===== src/design/nectx_pkg.sv =====
`timescale 1ns / 1ps
`default_nettype none

package nectx_pkg;

    // Width of the configuration registers and of the frame code field.
    localparam int CFG_W        = 16;
    localparam int FRAME_CODE_W = 32;
    localparam int CFG_IDX_W    = 3;

    // Configuration register indexes.
    localparam logic [CFG_IDX_W-1:0] CFG_LEADER_MARK  = 3'd0;
    localparam logic [CFG_IDX_W-1:0] CFG_LEADER_SPACE = 3'd1;
    localparam logic [CFG_IDX_W-1:0] CFG_BIT_MARK     = 3'd2;
    localparam logic [CFG_IDX_W-1:0] CFG_ONE_SPACE    = 3'd3;
    localparam logic [CFG_IDX_W-1:0] CFG_ZERO_SPACE   = 3'd4;
    localparam logic [CFG_IDX_W-1:0] CFG_REPEAT_SPACE = 3'd5;
    localparam logic [CFG_IDX_W-1:0] CFG_GUARD_GAP    = 3'd6;

    // Reset values of the configuration registers, in microsecond ticks.
    localparam logic [CFG_W-1:0] RST_LEADER_MARK  = 16'd9000;
    localparam logic [CFG_W-1:0] RST_LEADER_SPACE = 16'd4500;
    localparam logic [CFG_W-1:0] RST_BIT_MARK     = 16'd560;
    localparam logic [CFG_W-1:0] RST_ONE_SPACE    = 16'd1690;
    localparam logic [CFG_W-1:0] RST_ZERO_SPACE   = 16'd560;
    localparam logic [CFG_W-1:0] RST_REPEAT_SPACE = 16'd2250;
    localparam logic [CFG_W-1:0] RST_GUARD_GAP    = 16'd40000;

    typedef enum logic [1:0] {
        OP_TICK        = 2'd0,
        OP_SEND_FRAME  = 2'd1,
        OP_SEND_REPEAT = 2'd2,
        OP_NONE        = 2'd3
    } t_opcode;

    typedef enum logic [2:0] {
        PH_IDLE       = 3'd0,
        PH_LEAD_MARK  = 3'd1,
        PH_LEAD_SPACE = 3'd2,
        PH_BIT_MARK   = 3'd3,
        PH_BIT_SPACE  = 3'd4,
        PH_STOP_MARK  = 3'd5,
        PH_GAP        = 3'd6
    } t_phase;

    typedef struct packed {
        logic [CFG_W-1:0] leader_mark;
        logic [CFG_W-1:0] leader_space;
        logic [CFG_W-1:0] bit_mark;
        logic [CFG_W-1:0] one_space;
        logic [CFG_W-1:0] zero_space;
        logic [CFG_W-1:0] repeat_space;
        logic [CFG_W-1:0] guard_gap;
    } t_cfg;

    typedef struct packed {
        logic mark_active;
        logic busy_res;
        logic frame_done;
        logic rejected;
    } t_result;

endpackage

`default_nettype wire


===== src/design/nectx_cfg_regs.sv =====
`timescale 1ns / 1ps
`default_nettype none

module nectx_cfg_regs (
    input  wire logic                               i_clk,
    input  wire logic                               i_rst_n,
    input  wire logic                               i_wr_en,
    input  wire logic [nectx_pkg::CFG_IDX_W-1:0]    i_wr_index,
    input  wire logic [nectx_pkg::CFG_W-1:0]        i_wr_data,
    output nectx_pkg::t_cfg                         o_cfg
);

    nectx_pkg::t_cfg r_cfg;

    always_ff @(posedge i_clk) begin
        if (!i_rst_n) begin
            r_cfg.leader_mark  <= nectx_pkg::RST_LEADER_MARK;
            r_cfg.leader_space <= nectx_pkg::RST_LEADER_SPACE;
            r_cfg.bit_mark     <= nectx_pkg::RST_BIT_MARK;
            r_cfg.one_space    <= nectx_pkg::RST_ONE_SPACE;
            r_cfg.zero_space   <= nectx_pkg::RST_ZERO_SPACE;
            r_cfg.repeat_space <= nectx_pkg::RST_REPEAT_SPACE;
            r_cfg.guard_gap    <= nectx_pkg::RST_GUARD_GAP;
        end else if (i_wr_en) begin
            case (i_wr_index)
                nectx_pkg::CFG_LEADER_MARK:  r_cfg.leader_mark  <= i_wr_data;
                nectx_pkg::CFG_LEADER_SPACE: r_cfg.leader_space <= i_wr_data;
                nectx_pkg::CFG_BIT_MARK:     r_cfg.bit_mark     <= i_wr_data;
                nectx_pkg::CFG_ONE_SPACE:    r_cfg.one_space    <= i_wr_data;
                nectx_pkg::CFG_ZERO_SPACE:   r_cfg.zero_space   <= i_wr_data;
                nectx_pkg::CFG_REPEAT_SPACE: r_cfg.repeat_space <= i_wr_data;
                nectx_pkg::CFG_GUARD_GAP:    r_cfg.guard_gap    <= i_wr_data;
                default: begin
                end
            endcase
        end
    end

    assign o_cfg = r_cfg;

endmodule

`default_nettype wire


===== src/design/nectx_phase_engine.sv =====
`timescale 1ns / 1ps
`default_nettype none

module nectx_phase_engine #(
    parameter int CODE_BITS  = 32,
    parameter int TICK_WIDTH = 16
) (
    input  wire logic                   i_clk,
    input  wire logic                   i_rst_n,
    input  wire logic                   i_en,
    input  wire nectx_pkg::t_opcode     i_opcode,
    input  wire logic [CODE_BITS-1:0]   i_code,
    input  wire nectx_pkg::t_cfg        i_cfg,
    output nectx_pkg::t_result          o_res
);

    localparam int CW = $clog2(CODE_BITS + 1);
    localparam int LW = (TICK_WIDTH > nectx_pkg::CFG_W) ? TICK_WIDTH : nectx_pkg::CFG_W;
    localparam logic [LW-1:0] TICK_MAX_L = LW'((64'd1 << TICK_WIDTH) - 64'd1);

    // Zero counts as one tick; values beyond the counter saturate.
    function automatic logic [TICK_WIDTH-1:0] f_load_len(input logic [nectx_pkg::CFG_W-1:0] v);
        logic [LW-1:0] w;
        begin
            w = LW'(v);
            if (w == '0) w = LW'(1);
            if (w > TICK_MAX_L) w = TICK_MAX_L;
            return w[TICK_WIDTH-1:0];
        end
    endfunction

    nectx_pkg::t_phase       r_phase, n_phase;
    logic                    r_repeat, n_repeat;
    logic [CW-1:0]           r_bits, n_bits;
    logic [TICK_WIDTH-1:0]   r_ticks, n_ticks;
    logic [CODE_BITS-1:0]    r_code, n_code;

    logic                    is_cmd;
    logic                    is_idle;
    logic                    tick_run;
    logic [TICK_WIDTH-1:0]   ticks_dec;
    logic                    expired;
    logic [CW-1:0]           bits_inc;

    assign is_cmd    = (i_opcode == nectx_pkg::OP_SEND_FRAME) ||
                       (i_opcode == nectx_pkg::OP_SEND_REPEAT);
    assign is_idle   = (r_phase == nectx_pkg::PH_IDLE);
    assign tick_run  = i_en && (i_opcode == nectx_pkg::OP_TICK) && !is_idle;
    assign ticks_dec = r_ticks - TICK_WIDTH'(1);
    assign expired   = (ticks_dec == '0);
    assign bits_inc  = r_bits + CW'(1);

    // Next state.
    always_comb begin
        n_phase  = r_phase;
        n_repeat = r_repeat;
        n_bits   = r_bits;
        n_ticks  = r_ticks;
        n_code   = r_code;
        if (i_en && is_cmd && is_idle) begin
            n_repeat = (i_opcode == nectx_pkg::OP_SEND_REPEAT);
            n_code   = (i_opcode == nectx_pkg::OP_SEND_FRAME) ? i_code : '0;
            n_bits   = '0;
            n_phase  = nectx_pkg::PH_LEAD_MARK;
            n_ticks  = f_load_len(i_cfg.leader_mark);
        end else if (tick_run) begin
            n_ticks = ticks_dec;
            if (expired) begin
                case (r_phase)
                    nectx_pkg::PH_LEAD_MARK: begin
                        n_phase = nectx_pkg::PH_LEAD_SPACE;
                        n_ticks = f_load_len(r_repeat ? i_cfg.repeat_space
                                                      : i_cfg.leader_space);
                    end
                    nectx_pkg::PH_LEAD_SPACE: begin
                        n_phase = r_repeat ? nectx_pkg::PH_STOP_MARK
                                           : nectx_pkg::PH_BIT_MARK;
                        n_bits  = '0;
                        n_ticks = f_load_len(i_cfg.bit_mark);
                    end
                    nectx_pkg::PH_BIT_MARK: begin
                        n_phase = nectx_pkg::PH_BIT_SPACE;
                        n_ticks = f_load_len(r_code[0] ? i_cfg.one_space
                                                       : i_cfg.zero_space);
                    end
                    nectx_pkg::PH_BIT_SPACE: begin
                        n_code  = r_code >> 1;
                        n_bits  = bits_inc;
                        n_phase = (bits_inc >= CW'(CODE_BITS)) ? nectx_pkg::PH_STOP_MARK
                                                               : nectx_pkg::PH_BIT_MARK;
                        n_ticks = f_load_len(i_cfg.bit_mark);
                    end
                    nectx_pkg::PH_STOP_MARK: begin
                        n_phase = nectx_pkg::PH_GAP;
                        n_ticks = f_load_len(i_cfg.guard_gap);
                    end
                    default: begin
                        n_phase = nectx_pkg::PH_IDLE;
                        n_ticks = '0;
                    end
                endcase
            end
        end
    end

    // Result for the item being processed.
    always_comb begin
        o_res.mark_active = tick_run && (r_phase inside {nectx_pkg::PH_LEAD_MARK,
                                                         nectx_pkg::PH_BIT_MARK,
                                                         nectx_pkg::PH_STOP_MARK});
        o_res.busy_res    = (n_phase != nectx_pkg::PH_IDLE);
        o_res.frame_done  = tick_run && expired && (r_phase == nectx_pkg::PH_GAP);
        o_res.rejected    = i_en && is_cmd && !is_idle;
    end

    always_ff @(posedge i_clk) begin
        if (!i_rst_n) begin
            r_phase  <= nectx_pkg::PH_IDLE;
            r_repeat <= 1'b0;
            r_bits   <= '0;
            r_ticks  <= '0;
            r_code   <= '0;
        end else begin
            r_phase  <= n_phase;
            r_repeat <= n_repeat;
            r_bits   <= n_bits;
            r_ticks  <= n_ticks;
            r_code   <= n_code;
        end
    end

endmodule

`default_nettype wire


===== src/design/nec_ir_frame_transmitter_top.sv =====
// NEC infrared frame envelope generator.
// Input channel (i_in_valid / o_in_ready): each item carries an opcode and a
// 32-bit code. A tick item advances the frame by one microsecond; a send-frame
// or send-repeat item starts a frame when the block is idle and is rejected
// when a frame or its guard gap is still running.
// Output channel (o_out_valid / i_out_ready): exactly one result item per
// input item, in order: mark gate, busy flag, frame-done pulse, reject flag.
// Configuration channel (i_cfg_valid / o_cfg_ready): seven tick-count
// registers, always ready; write them only while no item is in flight.
// Data path: an accepted item sits in the input register, is then processed
// by the phase counter logic and lands in the result register. One item per
// cycle is sustained while the receiver takes results; the phase update is
// the only work per item. When the receiver stalls, the result register
// holds and the input register fills; o_in_ready then drops until the
// result is taken.
// A synchronous active-low reset returns the block to idle, empties both
// registers and restores the default NEC timings.
`timescale 1ns / 1ps
`default_nettype none

module nec_ir_frame_transmitter_top #(
    parameter int CODE_BITS  = 32,
    parameter int TICK_WIDTH = 16
) (
    input  wire logic                                   i_clk,
    input  wire logic                                   i_rst_n,
    input  wire logic                                   i_in_valid,
    output logic                                        o_in_ready,
    input  wire logic [1:0]                             i_opcode,
    input  wire logic [nectx_pkg::FRAME_CODE_W-1:0]     i_frame_code,
    output logic                                        o_out_valid,
    input  wire logic                                   i_out_ready,
    output logic                                        o_mark_active,
    output logic                                        o_busy_res,
    output logic                                        o_frame_done,
    output logic                                        o_rejected,
    input  wire logic                                   i_cfg_valid,
    output logic                                        o_cfg_ready,
    input  wire logic [nectx_pkg::CFG_IDX_W-1:0]        i_cfg_index,
    input  wire logic [nectx_pkg::CFG_W-1:0]            i_cfg_data
);

    // Input register.
    logic                   r_in_valid;
    nectx_pkg::t_opcode     r_in_opcode;
    logic [CODE_BITS-1:0]   r_in_code;

    // Result register.
    logic                   r_out_valid;
    nectx_pkg::t_result     r_out;

    logic                   advance;
    nectx_pkg::t_cfg        cfg;
    nectx_pkg::t_result     res;

    // The item in the input register moves on whenever the result register
    // is empty or is being emptied in this cycle.
    assign advance     = r_in_valid && (!r_out_valid || i_out_ready);
    assign o_in_ready  = !r_in_valid || advance;
    assign o_cfg_ready = 1'b1;

    nectx_cfg_regs u_cfg_regs (
        .i_clk      (i_clk),
        .i_rst_n    (i_rst_n),
        .i_wr_en    (i_cfg_valid),
        .i_wr_index (i_cfg_index),
        .i_wr_data  (i_cfg_data),
        .o_cfg      (cfg)
    );

    nectx_phase_engine #(
        .CODE_BITS  (CODE_BITS),
        .TICK_WIDTH (TICK_WIDTH)
    ) u_phase_engine (
        .i_clk    (i_clk),
        .i_rst_n  (i_rst_n),
        .i_en     (advance),
        .i_opcode (r_in_opcode),
        .i_code   (r_in_code),
        .i_cfg    (cfg),
        .o_res    (res)
    );

    always_ff @(posedge i_clk) begin
        if (!i_rst_n) begin
            r_in_valid <= 1'b0;
        end else if (o_in_ready) begin
            r_in_valid <= i_in_valid;
        end
    end

    always_ff @(posedge i_clk) begin
        if (i_in_valid && o_in_ready) begin
            r_in_opcode <= nectx_pkg::t_opcode'(i_opcode);
            r_in_code   <= i_frame_code[CODE_BITS-1:0];
        end
    end

    always_ff @(posedge i_clk) begin
        if (!i_rst_n) begin
            r_out_valid <= 1'b0;
        end else if (advance) begin
            r_out_valid <= 1'b1;
        end else if (i_out_ready) begin
            r_out_valid <= 1'b0;
        end
    end

    always_ff @(posedge i_clk) begin
        if (advance) begin
            r_out <= res;
        end
    end

    assign o_out_valid   = r_out_valid;
    assign o_mark_active = r_out.mark_active;
    assign o_busy_res    = r_out.busy_res;
    assign o_frame_done  = r_out.frame_done;
    assign o_rejected    = r_out.rejected;

`ifndef SYNTHESIS
    // A command is never both rejected and the end of a guard gap.
    a_done_not_rejected: assert property (@(posedge i_clk) disable iff (!i_rst_n)
        o_out_valid |-> !(o_rejected && o_frame_done))
        else $error("frame_done and rejected set in one result");

    // The end of the guard gap leaves the block idle.
    a_done_idle: assert property (@(posedge i_clk) disable iff (!i_rst_n)
        (o_out_valid && o_frame_done) |-> !o_busy_res)
        else $error("busy after frame_done");

    // A mark tick is always followed by another phase of the frame.
    a_mark_busy: assert property (@(posedge i_clk) disable iff (!i_rst_n)
        (o_out_valid && o_mark_active) |-> o_busy_res)
        else $error("mark tick reported while idle");

    // The input side stalls only behind a full, stalled result register.
    a_stall_cause: assert property (@(posedge i_clk) disable iff (!i_rst_n)
        !o_in_ready |-> (r_in_valid && o_out_valid && !i_out_ready))
        else $error("input stalled without output backpressure");
`endif

endmodule

`default_nettype wire

===== config.mk =====
export PLATFORM = sky130hd
export DESIGN_NAME = nec_ir_frame_transmitter_top
export DESIGN_NICKNAME = d
export VERILOG_FILES = /design/src/design/nectx_pkg.sv /design/src/design/nectx_cfg_regs.sv /design/src/design/nectx_phase_engine.sv /design/src/design/nec_ir_frame_transmitter_top.sv
export SDC_FILE = /design/constraint.sdc
export NUM_CORES = 1
export LEC_CHECK = 0
export ABC_AREA = 1
export BUFFER_PORTS_ARGS = -buffer_cell sky130_fd_sc_hd__buf_4
export CELL_PAD_IN_SITES_DETAIL_PLACEMENT = 0
export CELL_PAD_IN_SITES_GLOBAL_PLACEMENT = 1
export CORE_MARGIN = 5
export CORE_UTILIZATION = 35
export CTS_CLUSTER_DIAMETER = 150
export DETAILED_ROUTE_END_ITERATION = 12
export PLACE_DENSITY = 0.72
export SLEW_MARGIN = 10
export SYNTH_ARGS = -nofsm -noshare
export SYNTH_HDL_FRONTEND = slang
export SYNTH_SLANG_ARGS = --single-unit

===== constraint.sdc =====
create_clock -name i_clk -period 2.6 [get_ports i_clk]
set_input_delay 0.26 -clock i_clk [delete_from_list [all_inputs] [get_ports i_clk]]
set_output_delay 0.26 -clock i_clk [all_outputs]
set_load 0.05 [all_outputs]

### Word level (Yosys, flattened, before mapping)

Cells that the tools add are included.
W data, S select, Z words.

| operators by class | value |
|---|---|
| div/mod/pow operators | 0 |
| mux-type cells | 52 |
| bitwise logic cells | 1 |
| add/subtract/negate cells | 2 |
| reductions and logical operators | 42 |
| shift-type cells | 0 |
| equal/unequal tests | 14 |
| magnitude comparators | 7 |
| multipliers | 0 |

Operators with widths:

| cell | number |
|---|---|
| $mux W16 | 37 |
| $mux W32 | 5 |
| $gt A16 B16 Y1 const B | 6 |
| $logic_not A16 Y1 | 6 |
| $pmux W16 S5 | 1 |
| $eq A3 B3 Y1 const B | 6 |
| $sub A16 B1 Y16 const B | 1 |
| $mux W3 | 5 |
| $pmux W3 S5 | 1 |
| $reduce_and A2 Y1 | 7 |
| $eq A3 B2 Y1 const B | 4 |
| $pmux W6 S2 | 1 |
| $logic_and A1 B1 Y1 | 10 |
| $reduce_bool A2 Y1 | 5 |
| $add A6 B1 Y6 const B | 1 |
| $eq A3 B1 Y1 const B | 2 |
| $ge A6 B6 Y1 const B | 1 |
| $logic_not A3 Y1 | 2 |
| $reduce_and A3 Y1 | 2 |
| $reduce_bool A3 Y1 | 2 |
| $logic_not A1 Y1 | 3 |
| $logic_or A1 B1 Y1 | 3 |
| $eq A2 B1 Y1 const B | 1 |
| $eq A2 B2 Y1 const B | 1 |
| other kinds (4) | 5 |

| storage, ports and cells | value |
|---|---|
| word-level logic and storage cells | 138 |
| bits in registers | 210 |
| memory bits (writable) | 0 |
| input bits | 58 |
| latch bits | 0 |
| memories kept | 0 |
| ROM bits | 0 |

### Depth between registers and ports, before layout

| logic depth | value |
|---|---|
| depth in word-level cells | 13 |
| mapped depth | 17 |
| gate-level depth less buffers | 16 |

### Cells and area by module

From an unflattened synthesis, not the netlist that was laid out.

| unflattened totals | value |
|---|---|
| cells, all modules | 1474 |
| area total of the unflattened synthesis | 10287.4 µm² |

Modules (own cells, without submodules):

| module | instances | sequential area each (µm²) | area an instance (µm²) | cells each |
|---|---|---|---|---|
| nectx_phase_engine | 1 | 1161.1 | 4688.2 | 812 |
| nectx_cfg_regs | 1 | 2242.2 | 4351.7 | 609 |
| nec_ir_frame_transmitter_top | 1 | 1181.1 | 1247.4 | 53 |

### Worst setup path after synthesis

OpenSTA, ideal clock, no wires.

| timing | value |
|---|---|
| path type | register to register |
| start | register r_out_valid (netlist: o_out_valid) |
| end | register r_in_code[0], enable pin |
| stages on the path, launching flop included | 4 |
| required time | 2189 ps |
| clock period less this slack | 2259 ps |
| path buffers | 0 |
| slack | 341 ps |
| arrival time | 1848 ps |
| cell sequence | dfxtp_1 nand3_1 nand2_1 inv_1 |

| between the ends | value |
|---|---|
| cells in the longest elaborated chain, start to end | 5 |

Ends and longest elaborated chain:

| what | RTL line | RTL |
|---|---|---|
| start, declared | nec_ir_frame_transmitter_top.sv:49 | `logic r_out_valid;` |
| start signal, assigned | nec_ir_frame_transmitter_top.sv:101 | `r_out_valid <= 1'b0;` |
| start signal, assigned | nec_ir_frame_transmitter_top.sv:103 | `r_out_valid <= 1'b1;` |
| start signal, assigned | nec_ir_frame_transmitter_top.sv:105 | `r_out_valid <= 1'b0;` |
| $logic_not A1 Y1 | nec_ir_frame_transmitter_top.sv:58 | `assign advance = r_in_valid && (!r_out_valid \|\| i_out_ready);` |
| $logic_or A1 B1 Y1 | nec_ir_frame_transmitter_top.sv:58 |  |
| $logic_and A1 B1 Y1 | nec_ir_frame_transmitter_top.sv:58 |  |
| $logic_or A1 B1 Y1 | nec_ir_frame_transmitter_top.sv:59 | `assign o_in_ready = !r_in_valid \|\| advance;` |
| via o_in_ready | nec_ir_frame_transmitter_top.sv:28 | `output logic o_in_ready,` |
| $logic_and A1 B1 Y1 | nec_ir_frame_transmitter_top.sv:93 | `if (i_in_valid && o_in_ready) begin` |
| end signal, assigned | nec_ir_frame_transmitter_top.sv:95 | `r_in_code <= i_frame_code[CODE_BITS-1:0];` |
| end, declared | nec_ir_frame_transmitter_top.sv:46 | `logic [CODE_BITS-1:0] r_in_code;` |

The timed path passes the listed nets, and every way through them passes these cells.
A chain may end at the register's enable or synchronous reset.

==> results.ini <==
[clock_network]
cts_tree=yes
clock_path_buffers=3
root_buffer=clkbuf_16
cts_setup_buffers=0
cts.htree.levels=1
clkLatencyLatePin_ns=0.53
path_clk_slew_ns=0.06
cts.sinks=210
cts_buffers=25

[timing]
tns_ns=0
timing_hold_violations_final=0
whs_ns=0.0359
worst_clock_skew_ns=0.0162
post-route-min-period_ns=2.32
final_max_slew_viol_count=0
grt_setup_unrepaired=no
relSlewSlack_pct=51.3
tightestPinTransition_ns=0.730
fmax_mhz=431
finalCritPeriodShare_pct=89.2
setup_violations=0

[detailed_routing]
met1_length_um=13900
wl_met2_um=13600
drt-total-wl_um=29200
drtAntennaViolNets=0
wl_met3_um=1280
routed.top_layer=met4
route.detailed.drc=0
viasPerCell=4.84
drt_iter0_drc=583
vias=9074
firstDrtPassIters=5
wl_per_cell_um=15.6

[cells_and_area]
syn2layout_area_growth_pct=21.4
drive_gt1_share_pct=11.9
n_antenna_cell=0
nNetsFinal=1535
design_area_um2=12200
stdcell_count=1874

[synth]
netlist_area_um2=10000
synth_cell_type_count=43
synth_edf_count=38
syn_avg_cell_area_um2=7.26
synth_ff_type=dfxtp_1
synth_fp_nets=1447
synth_top_cell_by_area=dfxtp_1
synthMostInstantiatedCell=nand2_1
yosys_warnings=0
netlist_instances=1383
synth_top_area_share_pct=34.3
seq_area_frac_synth_pct=45.7
ys_top_cells_by_area=dfxtp_1 (34%), edfxtp_1 (11%), nand2_1 (11%), inv_1 (6.7%), o21ai_0 (6.3%)
synthTopCellsByCount=nand2_1 (290), inv_1 (178), dfxtp_1 (172)
synth-async-reset-ratio_pct=0
synth-seq-cells=210

[worst_setup_path]
critical_path_required_ns=2.87
crit_fanout=7
crit_family=simple AND/OR/NAND/NOR gates
worst-path-buf-inv=1
cp_slowest_cell=dfxtp_1
start_kind=register
crit_path_max_incr_delay_ns=0.35
crit_type=register to register
worstPathArrival_ns=2.59
endpoint_kind=register
crit_path_frequent_cell=nand2_1
crit_chain=inv_1 > ha_2 > nand2_2 > nor2_2 > nand2_1 > nand2_1 > nand2_1 > nor2_2 > nand3_2 > nor2_4 > nand2_1 > nand2_1 > nand3_1 > nor2_1 > nand2_1

[floorplanning]
die_width_um=179
pin_count=65
core_region_area_um2=28500
die_area_um2=32200
die_y_um=179
initial_utilization_pct=35.2
rows=62

[outcome]
outcome=completed

[placed_design]
hpwl_um=20300
place_area_um2=11000
gp_congestion=0.863
placed_cells=1791
port_buffers=63

[global_route]
track_usage_pct=18.1
grt_max_degree=53
grt_first_pass_wirelength_um=46700
overflow=0
antenna_found_initial=0
grt_pass1_vias=8696

[job]
cap_violations=0

[hold_path]
hold_path_class=input port to register

[power_and_ir_drop]
vdd_drop_max_v=0.000422
p_leak_nw=5.22
power_density_nw_per_um2=635

layout by cell type (no fill, tap or decap), types with 25 or more instances in the layout:
master,synthesis,final
buf_4,3,93
clkbuf_16,0,25
nand3_1,78,78
edfxtp_1,38,38
dlygate4sd3_1,0,37
dfxtp_1,172,172
o21ai_0,127,127
nand2_1,290,289
nand4_1,43,43
nor2_1,141,140
inv_1,178,178
a21oi_1,114,114
per-layer routing:
layer  up-vias  track usage (%)
met5         -                0
met4         0             3.52
met3        29             3.08
met2       145             29.6
met1      4173             25.3
li1       4727                -
logic make-up (layout without fill, tap and decap cells):
logic type / after synthesis / count (layout) / share of synthesized area (%)
buffers and inverters: 260 / 367 / 10.2
xor gates and xnor gates: 6 / 6 / 0.524
and+or+nand+nor: 587 / 587 / 25.4
AOI/OAI and AO/OA: 313 / 313 / 17.4
other: 1 / 1 / 0.0374
DFF: 210 / 210 / 45.7
adders and majority gates: 6 / 6 / 0.748
power breakdown:
group	switching (mW)	internal [mW]	total (mW)
clock network	1.37	1.98	3.35
registers	0.0491	3.43	3.47
logic	0.592	0.327	0.919
sequential cells by signal, indices dropped and copies added (netlist names):
signal	flops
o_busy_res	1
u_phase_engine.r_bits	6
r_in_code	32
u_phase_engine.r_code	32
r_in_valid	1
r_in_opcode	2
u_cfg_regs.o_cfg	112
o_rejected	1
o_out_valid	1
u_phase_engine.r_repeat	1
u_phase_engine.r_phase	3
u_phase_engine.r_ticks	16
o_mark_active	1
o_frame_done	1
timing repair:
item                                   CTS  global route
endpoints found under the hold margin   37             0
gates resized for setup                  0             4
hold buffers                            37             0
setup endpoints to repair                0            52
final cells by class:
cell class | instances | area (um2)
Timing Repair Buffer | 136 | 1190
Sequential cell | 210 | 4580
Clock buffer | 37 | 704
Clock inverter | 9 | 78.8
Multi-Input combinational cell | 913 | 4460
Inverter | 185 | 694
Tap cell | 384 | 480
Fill cell | 2935 | 16300
stage by stage:
step	power, mW	setup slack (ns)	util [%]
after global placement	4.42	0.211	38.7
after detailed placement	4.42	0.129	38.7
after floorplan	4.10	0.341	-
final	7.74	0.281	42.8
after CTS	7.84	0.122	42.7
after global routing	8.10	0.00102	42.8
worst min-delay path, cell delays in order:
cell and delay (ns):
buf_4 0.13, nand2_1 0.06, nand3_1 0.06
path summary, 6_finish.rpt:
kind | startpoint | end | slack (ns) | cells after the start
max | u_phase_engine.r_ticks[1] | o_busy_res | 0.28 | 15
min | i_cfg_data[1] | u_cfg_regs.o_cfg[49] | 0.04 | 3
max reg2reg | u_phase_engine.r_ticks[1] | o_busy_res | 0.28 | 15
min reg2reg | u_cfg_regs.o_cfg[89] | u_cfg_regs.o_cfg[89] | 0.45 | 2
Power figures use the tool's default switching activity.
